File: src/design/bmhq_pkg.sv
// Shared types and constants of the binary max-heap queue.
// Used by bmhq_ctrl, bmhq_dp, binary_max_heap_queue and binary_max_heap_queue_test; depends on nothing.
package bmhq_pkg;

  localparam int CAPACITY  = 1024;
  localparam int ADDR_W    = $clog2(CAPACITY);
  localparam int CNT_W     = $clog2(CAPACITY + 1);
  localparam int EXT_W     = ADDR_W + 2;
  localparam int PRIO_W    = 32;
  localparam int DATA_W    = 32;
  localparam int OUT_CNT_W = 11;
  localparam int STATUS_W  = 2;
  localparam int IN_DATA_W = 64;
  localparam int OUT_DATA_W = 80;

  localparam logic OP_INSERT = 1'b0;
  localparam logic OP_REMOVE = 1'b1;

  localparam logic [STATUS_W-1:0] STATUS_OK    = 2'd0;
  localparam logic [STATUS_W-1:0] STATUS_FULL  = 2'd1;
  localparam logic [STATUS_W-1:0] STATUS_EMPTY = 2'd2;

  typedef struct packed {
    logic signed [PRIO_W-1:0] prio;
    logic signed [DATA_W-1:0] data;
  } entry_t;

  // Commands from the controller to the datapath.
  typedef struct packed {
    logic accept;
    logic rd_last;
    logic load_last;
    logic rd_parent;
    logic up_move;
    logic rd_left;
    logic take_left;
    logic rd_right;
    logic take_right;
    logic dn_move;
    logic wr_entry;
    logic rd_root;
    logic load_out;
  } cmd_t;

  // Status from the datapath to the controller.
  typedef struct packed {
    logic op_remove;
    logic full;
    logic cnt_zero;
    logic pos_zero;
    logic up_less;
    logic kid_out;
    logic right_in;
    logic dn_stop;
  } sts_t;

endpackage

File: src/design/bmhq_ctrl.sv
// Controller of the binary max-heap queue: sequences sift-up and sift-down walks
// and the result handshake. Depends on bmhq_pkg.
module bmhq_ctrl (
  input  logic            clk,
  input  logic            rst_n,
  input  logic            in_tvalid,
  output logic            in_tready,
  output logic            out_tvalid,
  input  logic            out_tready,
  input  bmhq_pkg::sts_t  sts,
  output bmhq_pkg::cmd_t  cmd
);

  typedef enum logic [10:0] {
    S_IDLE      = 11'b000_0000_0001,
    S_LAST_RD   = 11'b000_0000_0010,
    S_LAST_WAIT = 11'b000_0000_0100,
    S_UP_CHK    = 11'b000_0000_1000,
    S_UP_CMP    = 11'b000_0001_0000,
    S_DN_CHK    = 11'b000_0010_0000,
    S_DN_LW     = 11'b000_0100_0000,
    S_DN_RW     = 11'b000_1000_0000,
    S_DN_CMP    = 11'b001_0000_0000,
    S_ROOT_RD   = 11'b010_0000_0000,
    S_ROOT_WAIT = 11'b100_0000_0000
  } state_t;

  state_t state_r;
  state_t state_nxt;
  logic   out_valid_r;
  logic   out_free;

  assign in_tready  = (state_r == S_IDLE);
  assign out_tvalid = out_valid_r;
  assign out_free   = !out_valid_r || out_tready;

  always_comb begin
    state_nxt = state_r;
    cmd       = '0;
    unique case (state_r)
      S_IDLE: begin
        if (in_tvalid) begin
          cmd.accept = 1'b1;
          if (sts.op_remove) begin
            state_nxt = sts.cnt_zero ? S_ROOT_RD : S_LAST_RD;
          end else begin
            state_nxt = sts.full ? S_ROOT_RD : S_UP_CHK;
          end
        end
      end
      S_LAST_RD: begin
        if (sts.cnt_zero) begin
          state_nxt = S_ROOT_RD;
        end else begin
          cmd.rd_last = 1'b1;
          state_nxt   = S_LAST_WAIT;
        end
      end
      S_LAST_WAIT: begin
        cmd.load_last = 1'b1;
        state_nxt     = S_DN_CHK;
      end
      S_UP_CHK: begin
        if (sts.pos_zero) begin
          cmd.wr_entry = 1'b1;
          state_nxt    = S_ROOT_RD;
        end else begin
          cmd.rd_parent = 1'b1;
          state_nxt     = S_UP_CMP;
        end
      end
      S_UP_CMP: begin
        if (sts.up_less) begin
          cmd.wr_entry = 1'b1;
          state_nxt    = S_ROOT_RD;
        end else begin
          cmd.up_move = 1'b1;
          state_nxt   = S_UP_CHK;
        end
      end
      S_DN_CHK: begin
        if (sts.kid_out) begin
          cmd.wr_entry = 1'b1;
          state_nxt    = S_ROOT_RD;
        end else begin
          cmd.rd_left = 1'b1;
          state_nxt   = S_DN_LW;
        end
      end
      S_DN_LW: begin
        cmd.take_left = 1'b1;
        if (sts.right_in) begin
          cmd.rd_right = 1'b1;
          state_nxt    = S_DN_RW;
        end else begin
          state_nxt = S_DN_CMP;
        end
      end
      S_DN_RW: begin
        cmd.take_right = 1'b1;
        state_nxt      = S_DN_CMP;
      end
      S_DN_CMP: begin
        if (sts.dn_stop) begin
          cmd.wr_entry = 1'b1;
          state_nxt    = S_ROOT_RD;
        end else begin
          cmd.dn_move = 1'b1;
          state_nxt   = S_DN_CHK;
        end
      end
      S_ROOT_RD: begin
        cmd.rd_root = 1'b1;
        state_nxt   = S_ROOT_WAIT;
      end
      S_ROOT_WAIT: begin
        if (out_free) begin
          cmd.load_out = 1'b1;
          state_nxt    = S_IDLE;
        end
      end
      default: begin
        state_nxt = S_IDLE;
      end
    endcase
  end

  always_ff @(posedge clk) begin
    if (!rst_n) begin
      state_r     <= S_IDLE;
      out_valid_r <= 1'b0;
    end else begin
      state_r <= state_nxt;
      if (cmd.load_out) begin
        out_valid_r <= 1'b1;
      end else if (out_tready) begin
        out_valid_r <= 1'b0;
      end
    end
  end

  a_one_at_a_time: assert property (@(posedge clk) disable iff (!rst_n)
    (in_tvalid && in_tready) |=> !in_tready)
    else $error("second transfer accepted while an item is in progress");

  a_result_not_overwritten: assert property (@(posedge clk) disable iff (!rst_n)
    cmd.load_out |-> (!out_valid_r || out_tready))
    else $error("pending result overwritten");

  a_result_follows_root_read: assert property (@(posedge clk) disable iff (!rst_n)
    (cmd.load_out && !$past(cmd.load_out)) |-> $past(cmd.rd_root) || $past(state_r == S_ROOT_WAIT))
    else $error("result loaded without a root read");

endmodule

File: config.mk
export PLATFORM = sky130hd
export DESIGN_NAME = bmhq_ctrl
export DESIGN_NICKNAME = d
export VERILOG_FILES = /design/src/design/bmhq_pkg.sv /design/src/design/bmhq_ctrl.sv
export SDC_FILE = /design/constraint.sdc
export NUM_CORES = 1
export LEC_CHECK = 0
export BUFFER_PORTS_ARGS = -buffer_cell sky130_fd_sc_hd__clkbuf_2
export CAP_MARGIN = 40
export CORE_ASPECT_RATIO = 1.1
export CORE_MARGIN = 2
export CORE_UTILIZATION = 49
export CTS_CLUSTER_DIAMETER = 100
export DETAILED_ROUTE_END_ITERATION = 8
export PLACE_DENSITY = 0.81
export SLEW_MARGIN = 0
export SYNTH_ARGS = -nofsm -noshare
export SYNTH_HDL_FRONTEND = slang
export SYNTH_SLANG_ARGS = --single-unit
File: constraint.sdc
create_clock -name clk -period 2.1 [get_ports clk]
set_clock_uncertainty 0.2 [all_clocks]
set_input_delay 0.315 -clock clk [delete_from_list [all_inputs] [get_ports clk]]
set_output_delay 0.315 -clock clk [all_outputs]
set_load 0.03 [all_outputs]
==> results of run 1 <==
## worst paths after layout
path | end | from | slack [ns] | cells past startpoint
max | cmd[2] | state_r[8]$_SDFFE_PN0P_ | -0.32 | 5
min | state_r[2]$_SDFFE_PN0P_ | sts[5] | 0.05 | 2
max reg2reg | state_r[3]$_SDFFE_PN0P_ | state_r[8]$_SDFFE_PN0P_ | 0 | 7
min reg2reg | out_tvalid$_SDFFE_PN0P_ | out_tvalid$_SDFFE_PN0P_ | 0.42 | 2
## worst register-to-register path: cells and delay by family, from the launching register on
family | cells | cell delay, ns
flip-flops | 1 | 0.35
AO/OA/AOI/OAI | 3 | 0.49
buffers and inverters | 2 | 0.29
AND/OR/NAND/NOR | 2 | 0.73
## layer usage
layer | share of wire (%) | global-route usage, %
met5 | 0 | 0
met2 | 54 | 58.8
met3 | 4.7 | 3.33
met4 | 5.0 | 16.4
met1 | 36 | 30.0
## registers in the layout, summed over array words and instances, names as in the netlist
signal	count
state_r	11
out_tvalid	1
## area by class of cell
type	count	share of cell area, %
multi-input combinational	76	46.4
sequential	12	16.7
tap	18	1.48
clock buffer	4	2.38
timing repair buffer	60	31.8
inverter	5	1.23
## cells in the mapped netlist, types with 2 or more instances
| cell type | n |
|---|---|
| dfxtp_1 | 12 |
| nor2_1 | 6 |
| inv_1 | 5 |
| nand2b_1 | 5 |
| nor2_2 | 5 |
| and2_1 | 4 |
| nor3_1 | 4 |
| nand2_1 | 3 |
| o21a_1 | 3 |
| a21oi_1 | 2 |
| and3_1 | 2 |
| nand3_2 | 2 |
| nand3b_1 | 2 |
| nand4_1 | 2 |
| nor2b_1 | 2 |
| nor3b_2 | 2 |
| nor4_1 | 2 |
## stage by stage
| stage | setup TNS, ns | power, mW |
|---|---|---|
| detailed placement | 0 | 0.530 |
| global placement | 0 | 0.523 |
| finish | -1.48 | 0.862 |
| CTS | -1.27 | 0.788 |
| floorplan | -0.137 | 0.438 |
| global route | -2.38 | 0.893 |
## logic make-up (layout without fill, tap and decap cells)
kind of cell | after synthesis | count (layout) | synth area share (%)
buffers and inverters | 7 | 69 | 4.30
XOR/XNOR | 1 | 1 | 1.00
multiplexers | 1 | 1 | 1.15
AND/OR/NAND/NOR | 55 | 55 | 48.1
flip-flops | 12 | 12 | 27.5
AO/OA/AOI/OAI | 19 | 19 | 17.9
## what timing repair did
item	in CTS	in global routing
setup endpoints to repair	14	15
setup buffers	15	9
cloned	0	0
gates resized for setup	38	13
pin swaps	11	14
## cells in the final DEF, fill, tap and decap left out, drive strengths merged, types with 4 or more instances in the layout
master and count:
nand2b 5, and2 5, clkbuf 27, dfxtp 12, nor2 11, nor3 5
buf 37, inv 5, nor4 4
## power by group through the flow
stage               clock (mW)  combinational (mW)  sequential [mW]
floorplan                    0               0.183            0.256
global placement             0               0.266            0.257
detailed placement           0               0.272            0.258
CTS                      0.194               0.342            0.253
global route             0.211               0.424            0.258
finish                   0.202               0.403            0.256
==> results.cfg, run 1 <==
[worst_setup_path]
critPathRequiredTime_ns = 1.58
crit_path_max_fanout = 4
start_kind = register
crit_family = simple AND/OR/NAND/NOR gates
end_kind = output port
path_class = reg2out
max_stage_delay_ns = 0.56
crit_chain = or4_4 > nor3_4 > nand4_1 > o221ai_2 > clkbuf_8
cp_slowest_cell = or4_4
cp.buffers_inverters = 1
arrival_ns = 1.91

[layout]
multi_input_area_um2 = 707
fin_util_pct = 88.5
nFillCells = 77
drive_gt1_share_pct = 65.6
fin_nets = 170
area_delta_synth_final_pct = 74.5
design_area_mm2 = 0.00152
antenna_cells = 0
stdcell_count = 175
ff_latch_area_um2 = 255

[clock_network]
cts_sinks = 12
cts.hold.buffers_added = 0
clk_path_buf_depth = 2
root_buffer = clkbuf_4
h-tree-depth = 1
numCtsBuffers = 3
path_clk_slew_ns = 0.08
cts_tree = done
clk_latency_ns = 0.30

[power_and_ir_drop]
power_frac_seq_pct = 29.7
clkPwrFrac_pct = 23.5
combPwrFrac_pct = 46.8
powerDensity_mw_per_mm2 = 566
ir_drop_mv = 0.612
p_sw_mw = 0.328
switching_share_pct = 38.0
leakage_nw = 0.633
p_int_mw = 0.534

[yosys]
ys_seq_elements = 12
synth.distinct_cells = 49
syn_inst = 95
synth_edf_count = 0
synth_top_area_cell = dfxtp_1
synth_top_area_share_pct = 27.5
synthTopCellsByArea = dfxtp_1 28%, nand2b_1 3.6%, nor2_2 3.6%
netlist_area_um2 = 873
synth_flop_cell = dfxtp_1
async_flop_share_pct = 0
yosys_warnings = 0
syn_area_per_cell_um2 = 9.19
syn_nets = 107
synth_seq_area_share_pct = 27.5

[route]
initialDrtViolationCount = 31
postRouteAntennaNets = 0
drt_wl_total_um = 3310
drt-pass1-iter-count = 4
wl_per_cell_um = 18.9
vias_per_cell = 5.85
vias = 1023
route.detailed.drc = 0

[sta]
period_share_pct = 115
holdWs_ns = 0.0525
worstMarginPinSlew_ns = 0.388
grt_setup_unrepaired = yes
maxSlewViolCount = 0
finalHoldViolCount = 0
setup_slack_ns = -0.321
setup_violations = 12
max_freq_mhz = 413
fin_crit_ns = 2.42
relSlewSlack_pct = 73.8

[global_routing]
grt_max_degree = 10
track_usage_pct = 29.3
antenna_found_initial = 0
overflow = 0
grt_pass1_wl_um = 4470
grt_pass1_vias = 1021

[placed_design]
io_buffers = 26
globalplace.congestion = 0.856
placed_area_mm2 = 0.00113
dp_hpwl_um = 1820
dp_cells = 151
post-place-ws_ns = 0.0275

[floorplanning]
rows = 16
dieArea_mm2 = 0.00214
die_width_um = 44.3
coreArea_mm2 = 0.00172
io_pins = 27
start_util_pct = 50.7
die_h_um = 48.3

[min_path]
hp-class = in2reg

[outcome]
violations = negative setup slack
status = finished with violations

[flow_run]
cap_viol_max_count = 0
(Power assumes the default switching activity.)
==> run 2, diff against run 1 <==
--- a/config.mk
+++ b/config.mk
@@ -6,13 +6,14 @@
 export NUM_CORES = 1
 export LEC_CHECK = 0
 export BUFFER_PORTS_ARGS = -buffer_cell sky130_fd_sc_hd__clkbuf_2
-export CAP_MARGIN = 40
+export CAP_MARGIN = 0
 export CORE_ASPECT_RATIO = 1.1
 export CORE_MARGIN = 2
 export CORE_UTILIZATION = 49
 export CTS_CLUSTER_DIAMETER = 100
 export DETAILED_ROUTE_END_ITERATION = 8
 export PLACE_DENSITY = 0.81
+export RECOVER_POWER = 50
 export SLEW_MARGIN = 0
 export SYNTH_ARGS = -nofsm -noshare
 export SYNTH_HDL_FRONTEND = slang
==> results.cfg, run 2 (synthesis results as in run 1) <==
[outcome]
status = finished with violations
violations = negative setup slack

[placed_design]
io_buffers = 26
globalplace.congestion = 0.856
placed_area_mm2 = 0.00113
dp_hpwl_um = 1820

[power_and_ir_drop]
p_sw_mw = 0.329
leakage_nw = 0.622
ir_drop_mv = 0.612
power_mw = 0.855
switching_share_pct = 38.5
combPwrFrac_pct = 46.3
clkPwrFrac_pct = 23.7
powerDensity_mw_per_mm2 = 566
p_int_mw = 0.526
power_frac_seq_pct = 30.0

[layout]
largest_register_ffs = 11
fin_nets = 170
ff_latch_area_um2 = 255
fin_util_pct = 87.7
multi_input_area_um2 = 702
layout_common_cells = 34 x buf_4, 11 x clkbuf_2, 10 x clkbuf_8
design_area_mm2 = 0.00151
top_register = state_r
drive_gt1_share_pct = 63.1
final_common_cell = buf_4
area_delta_synth_final_pct = 72.9
nFillCells = 83
antenna_cells = 0

[route]
vias_per_cell = 5.88
wl_per_cell_um = 19.0
met3_wirelength_um = 167
met2_length_um = 1790
drt-pass1-iter-count = 5
wl_met1_um = 1210
route.detailed.drc = 0
vias = 1029
postRouteAntennaNets = 0
drt_wl_total_um = 3330
routed.top_layer = met4
initialDrtViolationCount = 28

[worst_setup_path]
max_stage_delay_ns = 0.56
crit_chain = or4_4 > nor3_4 > nand4_1 > o221ai_2 > clkbuf_8
critPathRequiredTime_ns = 1.58
arrival_ns = 1.90
crit_path_max_fanout = 4
path_class = reg2out
r2r_cells = 8
end_kind = output port
cp_slowest_cell = or4_4
start_kind = register

[sta]
holdWs_ns = 0.0531
setup_violations = 16
setup_slack_ns = -0.317
relSlewSlack_pct = 74.1
finalHoldViolCount = 0
maxSlewViolCount = 0
period_share_pct = 115
fin_tns_setup_ns = -1.93
max_freq_mhz = 414
worstMarginPinSlew_ns = 0.383
fin_crit_ns = 2.42
grt_setup_unrepaired = yes

[floorplanning]
start_util_pct = 50.7
die_width_um = 44.3
coreArea_mm2 = 0.00172
die_h_um = 48.3
rows = 16
io_pins = 27
dieArea_mm2 = 0.00214

[clock_network]
clk_latency_ns = 0.30
cts_sinks = 12
path_clk_slew_ns = 0.08
cts_tree = done
root_buffer = clkbuf_4
h-tree-depth = 1
cts.hold.buffers_added = 0
numCtsBuffers = 3
clk_path_buf_depth = 2

[flow_run]
cap_viol_max_count = 0

[min_path]
whs_path_depth = 2
hp-class = in2reg

[global_routing]
antenna_found_initial = 0
grt_pass1_wl_um = 4470
grt_max_degree = 10
overflow = 0
track_usage_pct = 29.3
grt_pass1_vias = 1021
[run 2: cell count changes in the layout (fill, tap and decap cells not counted)]
cell and delta:
buf_4 -2, clkbuf_1 +3, clkbuf_2 -1, or3_1 +1
or3_4 -1
[run 2: worst paths after layout]
path | from | endpoint | slack [ns]
worst max-delay path | state_r[8]$_SDFFE_PN0P_ | cmd[2] | -0.32
worst min-delay path | sts[5] | state_r[2]$_SDFFE_PN0P_ | 0.05
worst max register to register | state_r[6]$_SDFFE_PN0P_ | state_r[0]$_SDFFE_PN1P_ | -0.02
worst min register to register | out_tvalid$_SDFFE_PN0P_ | out_tvalid$_SDFFE_PN0P_ | 0.42
[run 2: layer usage]
layer,up-vias,track usage [%]
li1,481,-
met1,480,30.0
met2,52,58.8
met3,16,3.33
met4,0,16.4
met5,-,0
[run 2: cell type report]
type / count / share of cell area (%)
Multi-Input combinational cell: 76 / 46.5
Timing Repair Buffer: 60 / 31.5
Sequential cell: 12 / 16.9
Clock buffer: 4 / 2.40
Tap cell: 18 / 1.49
Inverter: 5 / 1.24
[run 2: power groups by stage]
stage	clock network, mW	registers, mW	logic (mW)
2_1_floorplan	0	0.256	0.183
3_3_place_gp	0	0.257	0.266
3_5_place_dp	0	0.258	0.272
4_1_cts	0.194	0.253	0.342
5_1_grt	0.211	0.258	0.415
6_report	0.202	0.256	0.396
[run 2: worst max-delay path: cells and delay by family, from the launching register on]
| family | cells | cell delay (ns) |
|---|---|---|
| buffers and inverters | 1 | 0.22 |
| AND/OR/NAND/NOR | 3 | 0.90 |
| flip-flops | 1 | 0.35 |
| AO/OA/AOI/OAI | 1 | 0.13 |
[run 2: repair_timing]
action	CTS	global route
setup endpoints to repair	14	15
gates resized for setup	38	13
buffers inserted	15	9
cloned	0	0
pin swaps	11	14
[run 2: through the flow]
stage,setup slack (ns),instances
detailed placement,0.0275,151
global route,-0.353,175
CTS,-0.207,170
floorplan,-0.0805,95
finish,-0.317,175
global placement,0.0523,151
==> run 3, diff against run 2 <==
--- a/config.mk
+++ b/config.mk
@@ -5,14 +5,16 @@
 export SDC_FILE = /design/constraint.sdc
 export NUM_CORES = 1
 export LEC_CHECK = 0
-export BUFFER_PORTS_ARGS = -buffer_cell sky130_fd_sc_hd__clkbuf_2
 export CAP_MARGIN = 0
 export CORE_ASPECT_RATIO = 1.1
 export CORE_MARGIN = 2
-export CORE_UTILIZATION = 49
+export CORE_UTILIZATION = 54
 export CTS_CLUSTER_DIAMETER = 100
 export DETAILED_ROUTE_END_ITERATION = 8
-export PLACE_DENSITY = 0.81
+export DONT_BUFFER_PORTS = 1
+export GPL_TIMING_DRIVEN = 0
+export HOLD_SLACK_MARGIN = 0.15
+export PLACE_DENSITY = 0.73
 export RECOVER_POWER = 50
 export SLEW_MARGIN = 0
 export SYNTH_ARGS = -nofsm -noshare
==> results.cfg, run 3 (synthesis results as in run 1) <==
[clock_network]
root_buffer = clkbuf_4
numCtsBuffers = 3
clk_path_buf_depth = 2
h-tree-depth = 1
clk_latency_ns = 0.28
path_clk_slew_ns = 0.08
cts_sinks = 12
cts_tree = done

[route]
vias = 983
initialDrtViolationCount = 53
vias_per_cell = 6.51
route.detailed.drc = 0
drt_wl_total_um = 3170
wl_per_cell_um = 21.0
drt-pass1-iter-count = 4
postRouteAntennaNets = 0

[worst_setup_path]
path_class = reg2out
crit_path_frequent_cell = nor2_4
cp_slowest_cell = or3_4
max_stage_delay_ns = 0.43
critPathRequiredTime_ns = 1.58
start_kind = register
crit_path_max_fanout = 7
crit_family = simple AND/OR/NAND/NOR gates
crit_chain = nor2_4 > nand4_1 > or3_4 > nor2_4 > and2_4
cp.buffers_inverters = 0
arrival_ns = 1.86
end_kind = output port

[global_routing]
grt_pass1_wl_um = 4640
overflow = 0
track_usage_pct = 32.1
grt_pass1_vias = 961
antenna_found_initial = 0
grt_max_degree = 10

[placed_design]
globalplace.congestion = 0.820
dp_cells = 112
io_buffers = 0
dp_hpwl_um = 1460

[sta]
setup_slack_ns = -0.279
setup_violations = 13
worstMarginPinSlew_ns = 0.609
finalHoldViolCount = 0
max_freq_mhz = 420
maxSlewViolCount = 0
grt_setup_unrepaired = yes
relSlewSlack_pct = 59.1
period_share_pct = 113
fin_crit_ns = 2.38

[floorplanning]
rows = 15
dieArea_mm2 = 0.00196
die_width_um = 42.3
die_h_um = 46.2
coreArea_mm2 = 0.00154
start_util_pct = 56.7
io_pins = 27

[layout]
largest_register_ffs = 11
drive_gt1_share_pct = 56.0
area_delta_synth_final_pct = 59.5
fin_nets = 147
fin_util_pct = 90.5
final_common_cell = buf_4
top_register = state_r
stdcell_count = 151
layout_common_cells = 26 x buf_4, 8 x dlygate4sd3_1, 6 x nor2_4, 6 x dfxtp_4, 5 x nand2b_1
nFillCells = 67
antenna_cells = 0

[power_and_ir_drop]
clkPwrFrac_pct = 22.3
combPwrFrac_pct = 47.8
power_mw = 0.854
powerDensity_mw_per_mm2 = 613
p_int_mw = 0.533
leakage_nw = 0.520
switching_share_pct = 37.5
p_sw_mw = 0.321
ir_drop_mv = 0.527
power_frac_seq_pct = 30.0

[outcome]
violations = negative setup slack
status = finished with violations

[flow_run]
cap_viol_max_count = 0

[min_path]
hp-class = in2reg
[run 3: cell count changes in the layout (fill, tap and decap cells not counted), sizes merged]
cell | before | now
buf | 35 | 29
clkbuf | 29 | 4
dlygate4sd3 | 0 | 8
[run 3: final cells by class]
cell class	count	area [um^2]	area share, %
multi-input combinational	76	741	53.2
inverter	5	18.8	1.35
clock buffer	4	36.3	2.61
timing repair buffer	37	309	22.2
tap	17	21.3	1.53
sequential	12	267	19.1
[run 3: metrics by stage]
step	setup WS, ns	setup TNS, ns	hold slack [ns]	area, um^2
final	-0.279	-1.71	0.148	1390
after global routing	-0.298	-2.22	0.151	1390
after detailed placement	-0.234	-2.00	0.205	917
after global placement	-0.216	-1.68	0.208	917
after CTS	-0.245	-1.63	0.158	1340
after floorplan	-0.0805	-0.137	0.194	896
[run 3: layer usage]
layer / wire length [um] / global-route usage, % / vias to the layer above
met3: 236 / 3.53 / 18
met4: 141 / 13.1 / 0
li1: - / - / 437
met2: 1630 / 61.2 / 57
met1: 1160 / 36.8 / 471
met5: 0 / 0 / -
[run 3: worst paths after layout]
path / startpoint / depth (start not counted) / endpoint / slack (ns)
worst max-delay path: state_r[1]$_SDFFE_PN0P_ / 5 / cmd[5] / -0.28
worst min-delay path: in_tvalid / 2 / state_r[10]$_SDFFE_PN0P_ / 0.15
worst max register to register: state_r[8]$_SDFFE_PN0P_ / 6 / state_r[3]$_SDFFE_PN0P_ / 0.02
worst min register to register: state_r[10]$_SDFFE_PN0P_ / 3 / out_tvalid$_SDFFE_PN0P_ / 0.44
[run 3: power by group through the flow]
stage                     Sequential, mW  Combinational (mW)  Clock [mW]
after floorplan                    0.256               0.183           0
after global placement             0.259               0.206           0
after detailed placement           0.259               0.209           0
after CTS                          0.259               0.380       0.190
after global routing               0.257               0.426       0.196
final                              0.256               0.408       0.190
[run 3: what timing repair did]
item                       in CTS  in global routing
hold endpoints to repair       11                  0
resized for setup              36                  7
pin swaps                      19                 11
gates cloned                    0                  0
setup endpoints to repair      19                 17
buffers inserted               22                  9
hold buffers                    8                  0
[run 3: worst reg2reg max path: stages (launching register included)]
cell      delay [ns]
dfxtp_4         0.37
buf_4           0.16
or2_2           0.29
o311ai_0        0.43
o211ai_1        0.18
a21oi_2         0.23
nor2b_2         0.16
